## src/rtl/mma_pkg.sv

```systemverilog
package mma_pkg;

  localparam int CHAN_W   = 3;
  localparam int SAMPLE_W = 12;

  // tag that travels with a beat down the pipeline
  typedef struct packed {
    logic [CHAN_W-1:0] chan;
    logic              in_range;
  } mma_tag_t;

endpackage

```

## src/rtl/multichannel_moving_average.sv

```systemverilog
// pipeline: an accepted beat passes the stage-one register (with its ring read), the
// divider input register and the output register; a stall can hold it in any of them
// throughput: one beat per cycle, any mix of channels, while out_stall is low and no
// clearing pass runs; the ring memory takes one read and one write each cycle
// reset: synchronous, clears the pipeline, write positions and running sums, then
// a clearing pass zeroes all NUM_CHANNELS*WINDOW_LEN ring entries (120 by default),
// with in_stall held high throughout
module multichannel_moving_average
  import mma_pkg::*;
#(
  parameter int WINDOW_LEN   = 15,
  parameter int NUM_CHANNELS = 8
) (
  input  logic                clk,
  input  logic                rst_n,
  input  logic                in_valid,
  output logic                in_stall,
  input  logic [CHAN_W-1:0]   in_chan_sel,
  input  logic [SAMPLE_W-1:0] in_sample_in,
  output logic                out_valid,
  input  logic                out_stall,
  output logic [CHAN_W-1:0]   out_chan_out,
  output logic [SAMPLE_W-1:0] out_avg_out
);

  localparam int POS_W  = $clog2(WINDOW_LEN);
  localparam int SUM_W  = SAMPLE_W + $clog2(WINDOW_LEN);
  localparam int CH_IW  = (NUM_CHANNELS > 1) ? $clog2(NUM_CHANNELS) : 1;
  localparam int DEPTH  = NUM_CHANNELS * WINDOW_LEN;
  localparam int ADDR_W = $clog2(DEPTH);

  logic              clr_active_r;
  logic [ADDR_W-1:0] clr_addr_r;

  logic [POS_W-1:0]  pos_r [NUM_CHANNELS];
  logic [SUM_W-1:0]  sum_r [NUM_CHANNELS];

  logic                in_acc;
  logic                in_range;
  logic [CH_IW-1:0]    in_idx;
  logic [POS_W-1:0]    cur_pos;
  logic [POS_W-1:0]    pos_inc;
  logic [ADDR_W-1:0]   rd_addr;
  mma_tag_t            in_tag;

  logic                s1_v_r;
  mma_tag_t            s1_tag_r;
  logic [SAMPLE_W-1:0] s1_smp_r;
  logic [ADDR_W-1:0]   s1_addr_r;
  logic [CH_IW-1:0]    s1_idx;
  logic                s1_adv;
  logic                s1_free;
  logic                s2_ready;
  logic [SAMPLE_W-1:0] old_smp;
  logic [SUM_W-1:0]    new_sum;

  logic                ram_we;
  logic [ADDR_W-1:0]   ram_waddr;
  logic [SAMPLE_W-1:0] ram_wdata;

  assign in_idx   = CH_IW'(in_chan_sel);
  assign in_range = 32'(in_chan_sel) < NUM_CHANNELS;
  assign in_acc   = in_valid && !in_stall;
  assign cur_pos  = pos_r[in_idx];
  assign pos_inc  = (cur_pos == POS_W'(WINDOW_LEN - 1)) ? '0 : cur_pos + 1'b1;
  assign rd_addr  = ADDR_W'(int'(in_idx) * WINDOW_LEN + int'(cur_pos));
  assign in_tag   = '{chan: in_chan_sel, in_range: in_range};

  assign s1_free  = !s1_v_r || s2_ready;
  assign s1_adv   = s1_v_r && s2_ready;
  assign in_stall = clr_active_r || !s1_free;

  // same-channel beats in flight never touch the same ring entry, so the
  // running sum is the only state that needs to be current in stage one
  assign s1_idx  = CH_IW'(s1_tag_r.chan);
  assign new_sum = sum_r[s1_idx] - SUM_W'(old_smp) + SUM_W'(s1_smp_r);

  assign ram_we    = clr_active_r || (s1_adv && s1_tag_r.in_range);
  assign ram_waddr = clr_active_r ? clr_addr_r : s1_addr_r;
  assign ram_wdata = clr_active_r ? '0 : s1_smp_r;

  mma_ram #(
    .WIDTH (SAMPLE_W),
    .DEPTH (DEPTH)
  ) u_ring (
    .clk   (clk),
    .we    (ram_we),
    .waddr (ram_waddr),
    .wdata (ram_wdata),
    .re    (in_acc && in_range),
    .raddr (rd_addr),
    .rdata (old_smp)
  );

  always_ff @(posedge clk) begin
    if (!rst_n) begin
      clr_active_r <= 1'b1;
      clr_addr_r   <= '0;
      s1_v_r       <= 1'b0;
      for (int i = 0; i < NUM_CHANNELS; i++) begin
        pos_r[i] <= '0;
        sum_r[i] <= '0;
      end
    end else begin
      if (clr_active_r) begin
        clr_addr_r <= clr_addr_r + 1'b1;
        if (clr_addr_r == ADDR_W'(DEPTH - 1)) begin
          clr_active_r <= 1'b0;
        end
      end
      if (s1_free) begin
        s1_v_r <= in_acc;
      end
      if (in_acc && in_range) begin
        pos_r[in_idx] <= pos_inc;
      end
      if (s1_adv && s1_tag_r.in_range) begin
        sum_r[s1_idx] <= new_sum;
      end
    end
  end

  always_ff @(posedge clk) begin
    if (in_acc) begin
      s1_tag_r  <= in_tag;
      s1_smp_r  <= in_sample_in;
      s1_addr_r <= rd_addr;
    end
  end

  mma_div_stage #(
    .WINDOW_LEN (WINDOW_LEN),
    .SUM_W      (SUM_W)
  ) u_div (
    .clk          (clk),
    .rst_n        (rst_n),
    .s2_valid     (s1_v_r),
    .s2_ready     (s2_ready),
    .s2_tag       (s1_tag_r),
    .s2_sum       (s1_tag_r.in_range ? new_sum : '0),
    .out_valid    (out_valid),
    .out_stall    (out_stall),
    .out_chan_out (out_chan_out),
    .out_avg_out  (out_avg_out)
  );

endmodule

```

## src/rtl/mma_ram.sv

```systemverilog
module mma_ram #(
  parameter int WIDTH = 12,
  parameter int DEPTH = 120
) (
  input  logic                     clk,
  input  logic                     we,
  input  logic [$clog2(DEPTH)-1:0] waddr,
  input  logic [WIDTH-1:0]         wdata,
  input  logic                     re,
  input  logic [$clog2(DEPTH)-1:0] raddr,
  output logic [WIDTH-1:0]         rdata
);

  logic [WIDTH-1:0] mem [DEPTH];
  logic [WIDTH-1:0] rdata_r;

  always_ff @(posedge clk) begin
    if (we) begin
      mem[waddr] <= wdata;
    end
    if (re) begin
      rdata_r <= mem[raddr];
    end
  end

  assign rdata = rdata_r;

endmodule

```

## src/rtl/mma_div_stage.sv

```systemverilog
module mma_div_stage
  import mma_pkg::*;
#(
  parameter int WINDOW_LEN = 15,
  parameter int SUM_W      = 16
) (
  input  logic                clk,
  input  logic                rst_n,
  input  logic                s2_valid,
  output logic                s2_ready,
  input  mma_tag_t            s2_tag,
  input  logic [SUM_W-1:0]    s2_sum,
  output logic                out_valid,
  input  logic                out_stall,
  output logic [CHAN_W-1:0]   out_chan_out,
  output logic [SAMPLE_W-1:0] out_avg_out
);

  // division by the window length as a multiply by a rounded-up reciprocal
  localparam int LOG_W  = $clog2(WINDOW_LEN);
  localparam int K      = SUM_W + LOG_W;
  localparam int M_W    = SUM_W + 2;
  localparam int PROD_W = SUM_W + M_W;
  localparam longint unsigned RECIP = ((64'd1 << K) + WINDOW_LEN - 1) / WINDOW_LEN;

  logic                v_r;
  mma_tag_t            tag_r;
  logic [SUM_W-1:0]    sum_r;
  logic                out_v_r;
  logic [CHAN_W-1:0]   chan_r;
  logic [SAMPLE_W-1:0] avg_r;
  logic                out_ready;
  logic                v_adv;
  logic [M_W-1:0]      recip;
  logic [PROD_W-1:0]   prod;
  logic [SAMPLE_W-1:0] quot;

  assign out_ready = !out_v_r || !out_stall;
  assign v_adv     = v_r && out_ready;
  assign s2_ready  = !v_r || out_ready;

  assign recip = M_W'(RECIP);
  assign prod  = {{M_W{1'b0}}, sum_r} * {{SUM_W{1'b0}}, recip};
  assign quot  = prod[K +: SAMPLE_W];

  always_ff @(posedge clk) begin
    if (!rst_n) begin
      v_r     <= 1'b0;
      out_v_r <= 1'b0;
    end else begin
      if (s2_ready) begin
        v_r <= s2_valid;
      end
      if (out_ready) begin
        out_v_r <= v_r;
      end
    end
  end

  always_ff @(posedge clk) begin
    if (s2_ready && s2_valid) begin
      tag_r <= s2_tag;
      sum_r <= s2_sum;
    end
    if (v_adv) begin
      chan_r <= tag_r.chan;
      avg_r  <= tag_r.in_range ? quot : '0;
    end
  end

  assign out_valid    = out_v_r;
  assign out_chan_out = chan_r;
  assign out_avg_out  = avg_r;

endmodule

```

## config.mk

```make
export PLATFORM = sky130hd
export DESIGN_NAME = multichannel_moving_average
export DESIGN_NICKNAME = d
export VERILOG_FILES = /design/src/rtl/mma_pkg.sv /design/src/rtl/multichannel_moving_average.sv /design/src/rtl/mma_ram.sv /design/src/rtl/mma_div_stage.sv
export SDC_FILE = /design/constraint.sdc
export NUM_CORES = 2
export LEC_CHECK = 0
export ABC_CLOCK_PERIOD_IN_PS = 6300
export BUFFER_PORTS_ARGS = -buffer_cell sky130_fd_sc_hd__buf_2
export CORE_ASPECT_RATIO = 2
export CORE_MARGIN = 2
export CORE_UTILIZATION = 35
export DETAILED_ROUTE_END_ITERATION = 16
export GPL_ROUTABILITY_DRIVEN = 0
export SLEW_MARGIN = 20
export SYNTH_ARGS = -nofsm -noshare
export SYNTH_HDL_FRONTEND = slang
export SYNTH_HIERARCHICAL = 1
export SYNTH_SLANG_ARGS = --single-unit
```

## constraint.sdc

```tcl
create_clock -name clk -period 6.3 [get_ports clk]
set_clock_uncertainty 0.05 [all_clocks]
set_input_delay 1.26 -clock clk [delete_from_list [all_inputs] [get_ports clk]]
set_output_delay 1.26 -clock clk [all_outputs]
set_load 0.1 [all_outputs]
```

==> flow_summary.json <==
{
  "outcome": "finished, final reports clean",
  "path_max_fanout": 13,
  "grt.total_usage_pct": 18.6,
  "synth-edff-count": 1669,
  "syn_area_um2": 69900,
  "setup_viol": 0,
  "post-cts-setup-buffer-count": 0,
  "r2r-end": "u_ring/rdata[10]",
  "synth_cells": 3706,
  "p_sw_mw": 7.01,
  "rsz0062_at_grt": "no",
  "finalHoldViolCount": 0,
  "final_common_cell": "edfxtp_1",
  "die_width_um": 320,
  "tritoncts": "done",
  "hold_path_startpoint": "u_div/tag_r[1]",
  "min_path_cells": 0,
  "fin_nets": 4161,
  "hp-class": "flop to flop",
  "max_slew_margin_pct": 26.0,
  "grt_max_degree": 89,
  "async_reset_ff_share_pct": 0,
  "io_buffers": 35,
  "vias": 36000,
  "worst_r2r_path_depth": 15,
  "place_area_um2": 74800,
  "synth_nets": 3886,
  "p_clk_share_pct": 34.3,
  "route.antenna.remaining_nets": 0,
  "crit_arrival_ns": 6.43,
  "wl_um": 190000,
  "hold_end": "u_div/out_chan_out[0]",
  "cts_buffer_depth": 4,
  "cts_hold_buf": 0,
  "final_area_um2": 79400,
  "die_h_um": 636,
  "worst_slew_pin_slew_ns": 1.11,
  "slew_violations": 0,
  "ir_worst_vdd_mv": 0.210,
  "power_frac_seq_pct": 46.9,
  "post-route-period-util_pct": 95.0,
  "dp.final_hpwl_um": 129000,
  "r2r_slack_ns": 0.73,
  "p_comb_share_pct": 18.8,
  "seq_area_frac_synth_pct": 72.1,
  "min_period_ns": 5.98,
  "maxCapViolations": 0,
  "dr.pass1.iters": 8,
  "dieArea_um2": 203000,
  "cp-end-kind": "flop",
  "synth_flop_cell": "edfxtp_1",
  "cellPowerDensity_nw_per_um2": 329,
  "start_util_pct": 35.1,
  "drive_above_1_share_pct": 24.7,
  "avgSynthCellArea_um2": 18.9,
  "via_per_inst": 5.41,
  "antenna_found_initial": 2,
  "global_route.overflow_total": 0,
  "total_power_mw": 26.1,
  "final_cell_mix": "1,669 x edfxtp_1, 343 x mux4_2, 281 x nor2_1",
  "path_class": "input pin to flop",
  "startpoint_type": "input pin",
  "grt_pass1_vias": 38200,
  "grt_pass1_wl_um": 272000,
  "area_growth_syn_to_layout_pct": 13.7,
  "fmax_ghz": 0.167,
  "cts_buffers": 144,
  "cts.clk_slew.worst_paths_ns": 0.07,
  "synth_warnings": 6,
  "swShare_pct": 26.8,
  "worstPathRequired_ns": 6.74,
  "clock-root-buffer": "clkbuf_16",
  "htree_num_levels": 4,
  "intPower_mw": 19.1,
  "yosysUniqueCellTypes": 83,
  "reg2reg_from": "pos_r[6][1]",
  "clock_latency_ns": 0.80,
  "cts.sinks": 1683,
  "core_um2": 199000,
  "ioPinCount": 36,
  "p_leak_nw": 27.0,
  "drtIter0Drc": 3084,
  "rows": 232,
  "drc": 0,
  "ys_ff_latch": 1683,
  "wire_per_inst_um": 28.6
}
-- cell families after synthesis --
group | synth area share [%]
other | 0.00537
AOI/OAI and AO/OA | 3.60
buffers and inverters | 2.19
adders and majority gates | 3.27
muxes | 14.0
and+or+nand+nor | 4.34
DFF | 72.1
xor gates and xnor gates | 0.432
-- timing repair --
item	in CTS	in global routing
setup endpoints to repair	0	1
hold endpoints to repair	0	0
resized for setup	0	2
-- power by group through the flow --
stage | clock, mW | combinational, mW | sequential, mW
after global placement | 0 | 4.88 | 12.5
after detailed placement | 0 | 4.89 | 12.5
after CTS | 9.14 | 4.90 | 12.2
final | 8.97 | 4.91 | 12.2
after floorplan | 0 | 2.78 | 12.5
after global routing | 9.46 | 5.08 | 12.2
-- Yosys cell counts, types with 7 or more instances --
master	instances	share of area (%)
edfxtp_1	1669	72
mux4_2	343	11
nor2_1	326	1.8
nand2_1	128	0.69
ha_1	125	2.2
mux2i_1	109	1.6
a22oi_1	104	1.1
inv_1	104	0.56
clkbuf_1	61	0.33
a21oi_1	58	0.42
mux2_2	58	0.93
nand3_1	49	0.35
buf_2	44	0.32
nor2b_1	39	0.35
buf_6	36	0.58
fa_1	36	1.0
nor3_1	34	0.24
o22ai_1	34	0.30
o21ai_0	25	0.18
nand2b_1	23	0.21
buf_4	21	0.23
o211ai_1	19	0.20
xnor2_1	17	0.21
a211oi_1	16	0.17
a21o_1	15	0.16
dfxtp_1	14	0.40
and2_1	13	0.12
nand4_1	13	0.12
mux4_1	12	0.45
a31oi_1	10	0.090
xor2_1	10	0.13
buf_1	9	0.048
or3_1	9	0.081
a2111oi_0	8	0.10
o21ai_1	8	0.057
nor4_1	7	0.063
-- state kept, by name (all words and copies together) (netlist names), 3 cells and up, named ones only --
name,count
pos_r,32
s1_idx,3
u_ring/rdata,12
u_div/sum_r,16
sum_r,128
u_div/out_avg_out,12
s1_smp_r,12
u_ring/mem,1440
u_div/tag_r,4
s1_addr_r,7
u_div/out_chan_out,3
clr_addr_r,7
-- critical path: stages --
cell,delay [ns]
buf_2,0.21
buf_4,0.24
mux4_2,0.51
mux2i_1,0.27
inv_1,0.15
ha_4,0.19
ha_4,0.17
fa_4,0.54
a21o_1,0.18
a21oi_1,0.22
xnor2_2,0.28
and2_1,0.81
a22oi_1,0.17
nand2_1,0.20
a22o_1,0.40
nor3_1,0.12
a211oi_1,0.47
-- how the worst max path moves through the flow --
| stage | start | to | slack (ns) | cells after the start |
|---|---|---|---|---|
| finish | in_chan_sel[0] | u_ring/rdata[10] | 0.32 | 17 |
| CTS | in_chan_sel[0] | u_ring/rdata[10] | 0.15 | 17 |
| global placement | in_chan_sel[0] | u_ring/rdata[10] | -0.70 | 17 |
| detailed placement | in_chan_sel[0] | u_ring/rdata[10] | -0.68 | 17 |
| global route | in_chan_sel[0] | u_ring/rdata[10] | 0.16 | 17 |
| floorplan | in_chan_sel[1] | u_ring/rdata[7] | 0.94 | 17 |
-- final cells by class --
type	instances	area, um2
inverters	107	402
repair buffers	305	2570
clock buffers	172	3790
fillers	17700	120000
diodes	1	2.50
flip-flops and latches	1683	50400
well taps	2574	3220
clock inverters	63	762
multi-input cells	1740	18300
-- per-layer routing --
layer / vias up / share of wire (%) / global-route usage (%)
li1: 15400 / - / -
met1: 19000 / 32 / 18.1
met2: 1092 / 56 / 36.2
met3: 448 / 3.7 / 1.93
met4: 0 / 8.0 / 12.8
met5: - / 0 / 0
-- per-stage QoR --
step | TNS [ns] | hold WS, ns | instances | setup WS (ns) | util [%]
final | 0 | 0.374 | 6645 | 0.316 | 39.9
after global routing | 0 | 0.381 | 6645 | 0.156 | 39.9
after CTS | 0 | 0.376 | 6642 | 0.149 | 39.9
after detailed placement | -1.60 | 0.359 | 6407 | -0.677 | 37.6
after global placement | -1.62 | 0.353 | 6407 | -0.696 | 37.5
after floorplan | 0 | 0.350 | 3706 | 0.944 | -
Power figures use the tool's default switching activity.
